$ cat src/rtl/lqpi_pkg.sv
`timescale 1ns / 1ps
// ----------------------------------------------------------------------------
// lqpi_pkg
// Shared types, codes and arithmetic helpers for the luma quarter-pel
// interpolator.
// ----------------------------------------------------------------------------
package lqpi_pkg;

    typedef logic [7:0] t_pix;

    // six by six neighbourhood, [row][column], row 0 is the oldest line
    typedef logic [5:0][5:0][7:0] t_window;

    // one word in the queue between the window front and the filter back
    typedef struct packed {
        t_window win;
        logic    last;
    } t_qword;

    // configuration register indexes
    localparam logic [1:0] CFG_FRAC_X       = 2'd0;
    localparam logic [1:0] CFG_FRAC_Y       = 2'd1;
    localparam logic [1:0] CFG_BLOCK_WIDTH  = 2'd2;
    localparam logic [1:0] CFG_BLOCK_HEIGHT = 2'd3;

    // quarter-pel positions, code is {frac_y, frac_x}
    typedef enum logic [3:0] {
        QP_G, QP_A, QP_B, QP_C,
        QP_D, QP_E, QP_F, QP_G2,
        QP_H, QP_I, QP_J, QP_K,
        QP_N, QP_P, QP_Q, QP_R
    } t_qpos;

    // six-tap filter 1,-5,20,20,-5,1 on sign-extended 22-bit operands
    function automatic logic signed [21:0] tap6(
        input logic signed [21:0] p0, input logic signed [21:0] p1,
        input logic signed [21:0] p2, input logic signed [21:0] p3,
        input logic signed [21:0] p4, input logic signed [21:0] p5);
        logic signed [21:0] s23;
        logic signed [21:0] s14;
        s23 = p2 + p3;
        s14 = p1 + p4;
        return p0 + p5 + (s23 <<< 4) + (s23 <<< 2) - (s14 <<< 2) - s14;
    endfunction

    // round with +16 >> 5, clip to 0..255
    function automatic t_pix round_clip5(input logic signed [21:0] v);
        logic signed [21:0] t;
        logic signed [21:0] r;
        t = v + 22'sd16;
        r = t >>> 5;
        if (t < 0) begin
            return 8'd0;
        end else if (r > 22'sd255) begin
            return 8'd255;
        end
        return r[7:0];
    endfunction

    // round with +512 >> 10, clip to 0..255
    function automatic t_pix round_clip10(input logic signed [21:0] v);
        logic signed [21:0] t;
        logic signed [21:0] r;
        t = v + 22'sd512;
        r = t >>> 10;
        if (t < 0) begin
            return 8'd0;
        end else if (r > 22'sd255) begin
            return 8'd255;
        end
        return r[7:0];
    endfunction

    // rounded-up average of two pixels
    function automatic t_pix avg_up(input t_pix a, input t_pix b);
        logic [8:0] s;
        s = {1'b0, a} + {1'b0, b} + 9'd1;
        return s[8:1];
    endfunction

endpackage

$ cat src/rtl/lqpi_front.sv
`timescale 1ns / 1ps
`default_nettype none
// ----------------------------------------------------------------------------
// lqpi_front
// Accepts window pixels, tracks the window position, keeps five line stores
// and the six by six window, and pushes a window word for each output pixel.
// ----------------------------------------------------------------------------
module lqpi_front #(
    parameter int MAX_BLOCK_WIDTH  = 16,
    parameter int MAX_BLOCK_HEIGHT = 16
) (
    input  wire logic             i_clk,
    input  wire logic             i_rst_n,
    input  wire logic             i_valid,
    output logic                  o_stall,
    input  wire logic [7:0]       i_ref_pixel,
    input  wire logic             i_restart,
    input  wire logic [4:0]       i_block_width,
    input  wire logic [4:0]       i_block_height,
    input  wire logic             i_q_full,
    output logic                  o_q_push,
    output lqpi_pkg::t_qword      o_q_word
);

    localparam int LINE_LEN = MAX_BLOCK_WIDTH + 5;
    localparam int CW       = $clog2(MAX_BLOCK_WIDTH + 5);
    localparam int RW       = $clog2(MAX_BLOCK_HEIGHT + 5);

    logic [CW-1:0] r_col;
    logic [RW-1:0] r_row;
    logic [2:0]    r_slot;
    logic [6:0]    w_eff;
    logic [6:0]    h_eff;
    logic          col_last;
    logic          row_last;
    logic          accept;

    logic          r_b_valid;
    logic          r_b_emit;
    logic          r_b_last;
    logic [2:0]    r_b_slot;
    logic [7:0]    r_b_pix;
    logic [7:0]    r_rd [5];
    logic          b_go;
    logic          b_adv;

    lqpi_pkg::t_window r_win;
    lqpi_pkg::t_window n_win;

    // clamp the block size to 1..max
    always_comb begin
        if (i_block_width == 5'd0) begin
            w_eff = 7'd1;
        end else if ({2'b00, i_block_width} > 7'(MAX_BLOCK_WIDTH)) begin
            w_eff = 7'(MAX_BLOCK_WIDTH);
        end else begin
            w_eff = {2'b00, i_block_width};
        end
        if (i_block_height == 5'd0) begin
            h_eff = 7'd1;
        end else if ({2'b00, i_block_height} > 7'(MAX_BLOCK_HEIGHT)) begin
            h_eff = 7'(MAX_BLOCK_HEIGHT);
        end else begin
            h_eff = {2'b00, i_block_height};
        end
    end

    assign col_last = (7'(r_col) == w_eff + 7'd4);
    assign row_last = (7'(r_row) == h_eff + 7'd4);

    // stage B moves on unless it holds an output word and the queue is full
    assign b_go    = !r_b_emit || !i_q_full;
    assign b_adv   = r_b_valid && b_go;
    assign o_stall = r_b_valid && !b_go;
    assign accept  = i_valid && !o_stall;

    // advance the window position; a register write restarts the block
    always_ff @(posedge i_clk) begin
        if (!i_rst_n || i_restart) begin
            r_col  <= '0;
            r_row  <= '0;
            r_slot <= 3'd0;
        end else if (accept) begin
            if (col_last) begin
                r_col <= '0;
                if (row_last) begin
                    r_row  <= '0;
                    r_slot <= 3'd0;
                end else begin
                    r_row  <= r_row + 1'b1;
                    r_slot <= (r_slot == 3'd4) ? 3'd0 : r_slot + 3'd1;
                end
            end else begin
                r_col <= r_col + 1'b1;
            end
        end
    end

    // line stores: one memory per slot, read all at the column, write one
    for (genvar g = 0; g < 5; g++) begin : g_line
        logic [7:0] r_mem [LINE_LEN];
        always_ff @(posedge i_clk) begin
            if (accept) begin
                r_rd[g] <= r_mem[r_col];
                if (r_slot == 3'(g)) begin
                    r_mem[r_col] <= i_ref_pixel;
                end
            end
        end
    end

    // stage B control
    always_ff @(posedge i_clk) begin
        if (!i_rst_n) begin
            r_b_valid <= 1'b0;
        end else begin
            r_b_valid <= accept || (r_b_valid && !b_go);
        end
    end

    // stage B payload
    always_ff @(posedge i_clk) begin
        if (accept) begin
            r_b_pix  <= i_ref_pixel;
            r_b_slot <= r_slot;
            r_b_emit <= (7'(r_col) >= 7'd5) && (7'(r_row) >= 7'd5);
            r_b_last <= col_last && row_last;
        end
    end

    // shift the window left and bring in the new column
    always_comb begin
        logic [3:0] idx;
        for (int k = 0; k < 6; k++) begin
            for (int c = 0; c < 5; c++) begin
                n_win[k][c] = r_win[k][c+1];
            end
        end
        for (int k = 0; k < 5; k++) begin
            idx = {1'b0, r_b_slot} + 4'(k);
            if (idx >= 4'd5) begin
                idx = idx - 4'd5;
            end
            n_win[k][5] = r_rd[idx[2:0]];
        end
        n_win[5][5] = r_b_pix;
    end

    always_ff @(posedge i_clk) begin
        if (b_adv) begin
            r_win <= n_win;
        end
    end

    assign o_q_push      = b_adv && r_b_emit;
    assign o_q_word.win  = n_win;
    assign o_q_word.last = r_b_last;

endmodule
`default_nettype wire

$ cat src/rtl/lqpi_queue.sv
`timescale 1ns / 1ps
`default_nettype none
// ----------------------------------------------------------------------------
// lqpi_queue
// Two-entry queue of window words between the front and the filter back.
// ----------------------------------------------------------------------------
module lqpi_queue (
    input  wire logic             i_clk,
    input  wire logic             i_rst_n,
    input  wire logic             i_push,
    input  wire lqpi_pkg::t_qword i_word,
    output logic                  o_full,
    input  wire logic             i_pop,
    output logic                  o_empty,
    output lqpi_pkg::t_qword      o_word
);

    lqpi_pkg::t_qword r_mem [2];
    logic             r_wp;
    logic             r_rp;
    logic [1:0]       r_cnt;

    assign o_full  = (r_cnt == 2'd2);
    assign o_empty = (r_cnt == 2'd0);
    assign o_word  = r_mem[r_rp];

    // advance pointers and count
    always_ff @(posedge i_clk) begin
        if (!i_rst_n) begin
            r_wp  <= 1'b0;
            r_rp  <= 1'b0;
            r_cnt <= 2'd0;
        end else begin
            if (i_push) begin
                r_wp <= !r_wp;
            end
            if (i_pop) begin
                r_rp <= !r_rp;
            end
            case ({i_push, i_pop})
                2'b10:   r_cnt <= r_cnt + 2'd1;
                2'b01:   r_cnt <= r_cnt - 2'd1;
                default: r_cnt <= r_cnt;
            endcase
        end
    end

    // store the word
    always_ff @(posedge i_clk) begin
        if (i_push) begin
            r_mem[r_wp] <= i_word;
        end
    end

endmodule
`default_nettype wire

$ cat src/rtl/lqpi_back.sv
`timescale 1ns / 1ps
`default_nettype none
// ----------------------------------------------------------------------------
// lqpi_back
// Three-stage filter: six-tap sums, half-pel rounding and the centre sample,
// then quarter-pel selection into the output register.
// ----------------------------------------------------------------------------
module lqpi_back (
    input  wire logic             i_clk,
    input  wire logic             i_rst_n,
    input  wire logic [1:0]       i_frac_x,
    input  wire logic [1:0]       i_frac_y,
    input  wire logic             i_q_empty,
    input  wire lqpi_pkg::t_qword i_q_word,
    output logic                  o_q_pop,
    output logic                  o_valid,
    input  wire logic             i_stall,
    output logic [7:0]            o_pred_pixel,
    output logic                  o_block_end
);

    logic en;

    logic                      r_s1_valid;
    logic signed [14:0]        r_s1_row [2];
    logic signed [14:0]        r_s1_col [6];
    logic [7:0]                r_s1_g;
    logic [7:0]                r_s1_h;
    logic [7:0]                r_s1_m;
    logic                      r_s1_last;

    logic                      r_s2_valid;
    logic [7:0]                r_s2_b;
    logic [7:0]                r_s2_s;
    logic [7:0]                r_s2_hh;
    logic [7:0]                r_s2_mm;
    logic [7:0]                r_s2_j;
    logic [7:0]                r_s2_g;
    logic [7:0]                r_s2_h;
    logic [7:0]                r_s2_m;
    logic                      r_s2_last;

    logic                      r_o_valid;
    logic [7:0]                r_o_pix;
    logic                      r_o_last;
    logic [7:0]                n_o_pix;

    lqpi_pkg::t_window         win;
    lqpi_pkg::t_qpos           pos;

    // whole pipeline moves when the output register is free
    assign en      = !r_o_valid || !i_stall;
    assign o_q_pop = en && !i_q_empty;
    assign win     = i_q_word.win;

    always_ff @(posedge i_clk) begin
        if (!i_rst_n) begin
            r_s1_valid <= 1'b0;
            r_s2_valid <= 1'b0;
            r_o_valid  <= 1'b0;
        end else if (en) begin
            r_s1_valid <= !i_q_empty;
            r_s2_valid <= r_s1_valid;
            r_o_valid  <= r_s2_valid;
        end
    end

    // stage 1: row and column six-tap sums
    always_ff @(posedge i_clk) begin
        if (en) begin
            for (int r = 0; r < 2; r++) begin
                r_s1_row[r] <= 15'(lqpi_pkg::tap6(
                    22'(win[r+2][0]), 22'(win[r+2][1]), 22'(win[r+2][2]),
                    22'(win[r+2][3]), 22'(win[r+2][4]), 22'(win[r+2][5])));
            end
            for (int c = 0; c < 6; c++) begin
                r_s1_col[c] <= 15'(lqpi_pkg::tap6(
                    22'(win[0][c]), 22'(win[1][c]), 22'(win[2][c]),
                    22'(win[3][c]), 22'(win[4][c]), 22'(win[5][c])));
            end
            r_s1_g    <= win[2][2];
            r_s1_h    <= win[2][3];
            r_s1_m    <= win[3][2];
            r_s1_last <= i_q_word.last;
        end
    end

    // stage 2: half-pel samples and the centre sample
    always_ff @(posedge i_clk) begin
        if (en) begin
            r_s2_b  <= lqpi_pkg::round_clip5(22'(r_s1_row[0]));
            r_s2_s  <= lqpi_pkg::round_clip5(22'(r_s1_row[1]));
            r_s2_hh <= lqpi_pkg::round_clip5(22'(r_s1_col[2]));
            r_s2_mm <= lqpi_pkg::round_clip5(22'(r_s1_col[3]));
            r_s2_j  <= lqpi_pkg::round_clip10(lqpi_pkg::tap6(
                22'(r_s1_col[0]), 22'(r_s1_col[1]), 22'(r_s1_col[2]),
                22'(r_s1_col[3]), 22'(r_s1_col[4]), 22'(r_s1_col[5])));
            r_s2_g    <= r_s1_g;
            r_s2_h    <= r_s1_h;
            r_s2_m    <= r_s1_m;
            r_s2_last <= r_s1_last;
        end
    end

    // stage 3: pick the quarter-pel position
    assign pos = lqpi_pkg::t_qpos'({i_frac_y, i_frac_x});

    always_comb begin
        unique case (pos)
            lqpi_pkg::QP_G:  n_o_pix = r_s2_g;
            lqpi_pkg::QP_A:  n_o_pix = lqpi_pkg::avg_up(r_s2_g, r_s2_b);
            lqpi_pkg::QP_B:  n_o_pix = r_s2_b;
            lqpi_pkg::QP_C:  n_o_pix = lqpi_pkg::avg_up(r_s2_h, r_s2_b);
            lqpi_pkg::QP_D:  n_o_pix = lqpi_pkg::avg_up(r_s2_g, r_s2_hh);
            lqpi_pkg::QP_E:  n_o_pix = lqpi_pkg::avg_up(r_s2_b, r_s2_hh);
            lqpi_pkg::QP_F:  n_o_pix = lqpi_pkg::avg_up(r_s2_b, r_s2_j);
            lqpi_pkg::QP_G2: n_o_pix = lqpi_pkg::avg_up(r_s2_b, r_s2_mm);
            lqpi_pkg::QP_H:  n_o_pix = r_s2_hh;
            lqpi_pkg::QP_I:  n_o_pix = lqpi_pkg::avg_up(r_s2_hh, r_s2_j);
            lqpi_pkg::QP_J:  n_o_pix = r_s2_j;
            lqpi_pkg::QP_K:  n_o_pix = lqpi_pkg::avg_up(r_s2_mm, r_s2_j);
            lqpi_pkg::QP_N:  n_o_pix = lqpi_pkg::avg_up(r_s2_m, r_s2_hh);
            lqpi_pkg::QP_P:  n_o_pix = lqpi_pkg::avg_up(r_s2_hh, r_s2_s);
            lqpi_pkg::QP_Q:  n_o_pix = lqpi_pkg::avg_up(r_s2_s, r_s2_j);
            default:         n_o_pix = lqpi_pkg::avg_up(r_s2_mm, r_s2_s);
        endcase
    end

    always_ff @(posedge i_clk) begin
        if (en) begin
            r_o_pix  <= n_o_pix;
            r_o_last <= r_s2_last;
        end
    end

    assign o_valid      = r_o_valid;
    assign o_pred_pixel = r_o_pix;
    assign o_block_end  = r_o_last;

endmodule
`default_nettype wire

$ cat src/rtl/luma_quarter_pel_interpolator.sv
`timescale 1ns / 1ps
`default_nettype none
// ----------------------------------------------------------------------------
// luma_quarter_pel_interpolator
// Six-tap quarter-pel luma interpolation over a streamed reference window.
//
//   channel  direction  handshake                     payload
//   ref      in         i_ref_valid / o_ref_stall     i_ref_pixel
//   pred     out        o_pred_valid / i_pred_stall   o_pred_pixel, o_block_end
//   cfg      in         i_cfg_we                      i_cfg_idx, i_cfg_data
//
// One reference pixel per cycle while o_ref_stall is low; each pixel that
// completes a window gives a predicted pixel on the output after the line
// store read at its accept, the window word in the queue and three filter stages.
// The five line stores have one read and one write port each at the column.
// Reset is synchronous; the line stores are not cleared.
// A full two-entry queue stalls the front; a stalled output only stalls back.
// ----------------------------------------------------------------------------
module luma_quarter_pel_interpolator #(
    parameter int MAX_BLOCK_WIDTH  = 16,
    parameter int MAX_BLOCK_HEIGHT = 16
) (
    input  wire logic       i_clk,
    input  wire logic       i_rst_n,
    input  wire logic       i_ref_valid,
    output logic            o_ref_stall,
    input  wire logic [7:0] i_ref_pixel,
    output logic            o_pred_valid,
    input  wire logic       i_pred_stall,
    output logic [7:0]      o_pred_pixel,
    output logic            o_block_end,
    input  wire logic       i_cfg_we,
    input  wire logic [1:0] i_cfg_idx,
    input  wire logic [4:0] i_cfg_data
);

    logic [1:0]       r_frac_x;
    logic [1:0]       r_frac_y;
    logic [4:0]       r_width;
    logic [4:0]       r_height;

    logic             q_push;
    logic             q_pop;
    logic             q_full;
    logic             q_empty;
    lqpi_pkg::t_qword q_in;
    lqpi_pkg::t_qword q_out;

    // configuration registers
    always_ff @(posedge i_clk) begin
        if (!i_rst_n) begin
            r_frac_x <= 2'd0;
            r_frac_y <= 2'd0;
            r_width  <= 5'd16;
            r_height <= 5'd16;
        end else if (i_cfg_we) begin
            unique case (i_cfg_idx)
                lqpi_pkg::CFG_FRAC_X:      r_frac_x <= i_cfg_data[1:0];
                lqpi_pkg::CFG_FRAC_Y:      r_frac_y <= i_cfg_data[1:0];
                lqpi_pkg::CFG_BLOCK_WIDTH: r_width  <= i_cfg_data;
                default:                   r_height <= i_cfg_data;
            endcase
        end
    end

    lqpi_front #(
        .MAX_BLOCK_WIDTH  (MAX_BLOCK_WIDTH),
        .MAX_BLOCK_HEIGHT (MAX_BLOCK_HEIGHT)
    ) u_front (
        .i_clk          (i_clk),
        .i_rst_n        (i_rst_n),
        .i_valid        (i_ref_valid),
        .o_stall        (o_ref_stall),
        .i_ref_pixel    (i_ref_pixel),
        .i_restart      (i_cfg_we),
        .i_block_width  (r_width),
        .i_block_height (r_height),
        .i_q_full       (q_full),
        .o_q_push       (q_push),
        .o_q_word       (q_in)
    );

    lqpi_queue u_queue (
        .i_clk   (i_clk),
        .i_rst_n (i_rst_n),
        .i_push  (q_push),
        .i_word  (q_in),
        .o_full  (q_full),
        .i_pop   (q_pop),
        .o_empty (q_empty),
        .o_word  (q_out)
    );

    lqpi_back u_back (
        .i_clk        (i_clk),
        .i_rst_n      (i_rst_n),
        .i_frac_x     (r_frac_x),
        .i_frac_y     (r_frac_y),
        .i_q_empty    (q_empty),
        .i_q_word     (q_out),
        .o_q_pop      (q_pop),
        .o_valid      (o_pred_valid),
        .i_stall      (i_pred_stall),
        .o_pred_pixel (o_pred_pixel),
        .o_block_end  (o_block_end)
    );

endmodule
`default_nettype wire

$ cat config.mk
export PLATFORM = sky130hd
export DESIGN_NAME = luma_quarter_pel_interpolator
export DESIGN_NICKNAME = d
export VERILOG_FILES = /design/src/rtl/lqpi_pkg.sv /design/src/rtl/lqpi_front.sv /design/src/rtl/lqpi_queue.sv /design/src/rtl/lqpi_back.sv /design/src/rtl/luma_quarter_pel_interpolator.sv
export SDC_FILE = /design/constraint.sdc
export NUM_CORES = 2
export LEC_CHECK = 0
export ABC_AREA = 1
export BUFFER_PORTS_ARGS = -buffer_cell sky130_fd_sc_hd__buf_4
export CELL_PAD_IN_SITES_DETAIL_PLACEMENT = 1
export CELL_PAD_IN_SITES_GLOBAL_PLACEMENT = 1
export CORE_MARGIN = 1
export CORE_UTILIZATION = 57
export CTS_CLUSTER_SIZE = 12
export DETAILED_ROUTE_END_ITERATION = 8
export GPL_TIMING_DRIVEN = 0
export HOLD_SLACK_MARGIN = 0.02
export PLACE_DENSITY_LB_ADDON = 0.05
export SYNTH_ARGS = -nofsm -noshare
export SYNTH_HDL_FRONTEND = slang
export SYNTH_HIERARCHICAL = 1
export SYNTH_SLANG_ARGS = --single-unit
$ cat constraint.sdc
create_clock -name i_clk -period 60 [get_ports i_clk]
set_clock_uncertainty 0.2 [all_clocks]
set_input_delay 9 -clock i_clk [delete_from_list [all_inputs] [get_ports i_clk]]
set_output_delay 9 -clock i_clk [all_outputs]
set_load 0.05 [all_outputs]
==> results.md <==
- Worst Hold Path EP: u_back/r_s2_m[4]
- Hold/Removal Path Class: register to register
- Detail Route Antenna Nets: 0
- DP Wirelength: 227 mm
- Layout cells sized above 1: 9.39%
- First-pass GRT wire length: 450 mm
- Async set-or-reset flop fraction in the synthesized netlist: 0%
- Setup Fix Bufs, Post-CTS: 0
- Commonest non-fill, non-tap cell in the layout: edfxtp_1
- Most frequent cells in the layout: 1922 x edfxtp_1, 1058 x nand2_1, 893 x inv_1
- Status: complete, no violations
- Chip Width: approximately 420 um
- Top routing layer in use: met5
- CTS sink count: 1963
- Syn Std Cell Area: 0.100 mm2
- Cells after Synth: approximately 8300
- WL met1: 113 mm
- Max Fclk: 81.6 MHz
- Initial Util: 57.6%
- Final Hold Viols: 0
- Reg2Reg Setup Slack: between 50000 and 60000 ps
- Clock buffer count from CTS: between 200 and 250
- IO Pins: 31
- Final Critical Period: about 12000 ps
- WHS: 219 ps
- H-tree depth: 4
- Via Count: approximately 66000
- Syn Area/Cell: between 10 and 15 um2
- Clk Tree Root Cell: clkbuf_16
- Skew-Pair Late Insertion Delay: about 860 ps
- Gp weighted congestion: 0.973
- Vias in the first global route: 71325
- Register-to-Register Path Depth: 22
- CTS Hold Buffers Added: 0
- Area Overhead vs Synth: 9.98%
- Final Setup Violations: 0
- Setup CP Type: input port to register
- Number of synthesized flops with an enable pin: just under 2000
- Core footprint: roughly 0.17 mm2
- Die Y: 422 um
- Seq/Total Area, Yosys: 58.3%
- Least-Margin Pin Slew: roughly 1500 ps
- HP Start: u_back/r_s1_m[4]
- Clk pin slew, worst setup/hold paths: 50 ps
- Critical path peak fanout: 62
- Final Cycle Share: 20.4%
- Count of pins over their slew limit: 0
- Largest net degree at the start of global routing: 107
- DRC viols: 0
- Port Buffers: 29
- Synthesized flop and latch total: 1963
- DR WL met2: between 150 and 200 mm
- Post-synth top flop: edfxtp_1
- Hold Path Stages: 0
- First-pass DRT Iterations: 6
- Aggregate global-route resource usage: between 30% and 40%
- Critical Path RT: 60280 ps
- Final wirelength: 304 mm
- Rel. slew slack: under 10%
- Final Util: between 60% and 70%
- 1st-iter DRT viols: 5297
- Synth Warn #: 6
- NumNets Final: 9387
- Worst Setup Slack, final: 47750 ps
- Worst Path Arrival: 12530 ps
- Setup TNS: 0 ps
- Syn Nets: between 9000 and 10000
- TritonCTS clock tree: done
- DIE AREA: 0.178 mm2
- RSZ-0062 raised after global routing: false
- Worst setup SP type: input port
- Row cnt: 153
- Wire per inst: 27.7 um
- Max cap viols: 0
- Worst slack at placement: 46880 ps
- Global route overflow: 0
- Vias per cell: 5.98
- Worst-case clock buffer depth: 3
- Post-CTS sizing: 0
- Met3 Wirelength: 14.0 mm
- Cell variety after synth: 71
- Antenna violations before repair: 5
- Critical Path Sink Type: register
- Worst reg2reg path endpoint: u_back/r_s1_col[2][12]
==> per-layer routing <==
metal	vias to the layer above	track usage, %
met1	33552	39.1
li1	29628	-
met2	1924	61.5
met4	4	20.3
met3	692	4.42
met5	-	0
==> worst max-delay path, stage by stage <==
cell,delay (ps)
buf_4,90
nand2_1,170
inv_1,130
buf_4,660
nand3_1,750
clkbuf_1,650
nor2_1,1020
==> worst max-delay path by stage <==
stage	startpoint	endpoint	slack, ps	cells after the start
after floorplan	u_front/r_b_emit	u_queue/r_mem[0][0]	28530	5
after global placement	u_front/r_b_emit	u_queue/r_mem[0][102]	9640	5
after detailed placement	i_ref_valid	u_front/g_line[4].r_mem[4][1]	46880	7
after CTS	i_ref_valid	u_front/g_line[4].r_mem[4][6]	47790	7
after global routing	i_ref_valid	u_front/g_line[4].r_mem[4][6]	47810	7
final	i_ref_valid	u_front/g_line[4].r_mem[4][6]	47750	7
==> logic make-up after synthesis <==
logic type,share of synthesized area (%)
compound gates,8.02
flops,58.3
buf+inv,4.72
mux,3.99
xor+xnor,2.53
fa+ha+maj,12.5
simple gates,9.97
==> synthesized netlist by cell type, types with 12 or more instances <==
| library cell | instances | area, um2 |
|---|---|---|
| a21o_1 | 26 | 195 |
| a21oi_1 | 319 | 1600 |
| a31oi_1 | 24 | 150 |
| buf_1 | 12 | 45.0 |
| buf_2 | 60 | 300 |
| buf_4 | 16 | 120 |
| buf_6 | 38 | 428 |
| clkbuf_1 | 116 | 435 |
| dfxtp_1 | 41 | 821 |
| edfxtp_1 | 1922 | 57700 |
| fa_1 | 302 | 6050 |
| ha_1 | 521 | 6520 |
| inv_1 | 894 | 3360 |
| inv_2 | 14 | 52.6 |
| mux2_2 | 89 | 1000 |
| mux2_4 | 200 | 3000 |
| nand2_1 | 1059 | 3980 |
| nand2_2 | 17 | 106 |
| nand3_1 | 337 | 1690 |
| nand4_1 | 59 | 369 |
| nor2_1 | 842 | 3160 |
| nor3_1 | 35 | 175 |
| o211ai_1 | 217 | 1630 |
| o21ai_0 | 427 | 2140 |
| o21ai_1 | 148 | 741 |
| o21ai_2 | 14 | 123 |
| o21bai_1 | 40 | 300 |
| o221ai_1 | 82 | 718 |
| or2_2 | 14 | 87.6 |
| xnor2_1 | 99 | 867 |
| xor2_1 | 187 | 1640 |
==> final cells by class <==
class,count,area [um2]
clock inverter,79,838
clock buffer,263,5350
multi-input combinational,5167,37200
buffer,244,1340
fill,17149,63900
inverter,908,3420
tap,2325,2910
antenna,3,7.51
timing repair buffer,58,892
sequential,1963,58500
==> registers in the layout (all words and copies together) (netlist names), 5 cells and up, named ones only <==
signal and count:
u_front/r_rd 40, u_back/r_s1_m 8, u_front/g_line.r_mem 840, u_front/o_q_word 240
u_back/r_s1_h 8, u_back/r_s2_mm 8, u_front/r_b_pix 8, u_back/r_s1_g 8
u_back/r_s2_hh 8, u_back/r_s2_g 8, u_back/r_s2_m 8, u_back/o_pred_pixel 8
u_front/r_row 5, u_back/r_s1_row 22, u_back/r_s2_s 8, r_height 5
u_back/r_s2_h 8, u_queue/r_mem 578, r_width 5, u_front/r_col 5
u_back/r_s1_col 90, u_back/r_s2_b 8, u_back/r_s2_j 8
==> stage by stage <==
stage | area (um2) | cells
after floorplan | 100000 | 8282
after global placement | 104000 | 10636
after detailed placement | 104000 | 10662
after CTS | 110000 | 11004
after global routing | 110000 | 11007
final | 110000 | 11010
Power is not shown: default switching activity piles up to over one toggle a cycle in this logic, so the estimate is an artifact.
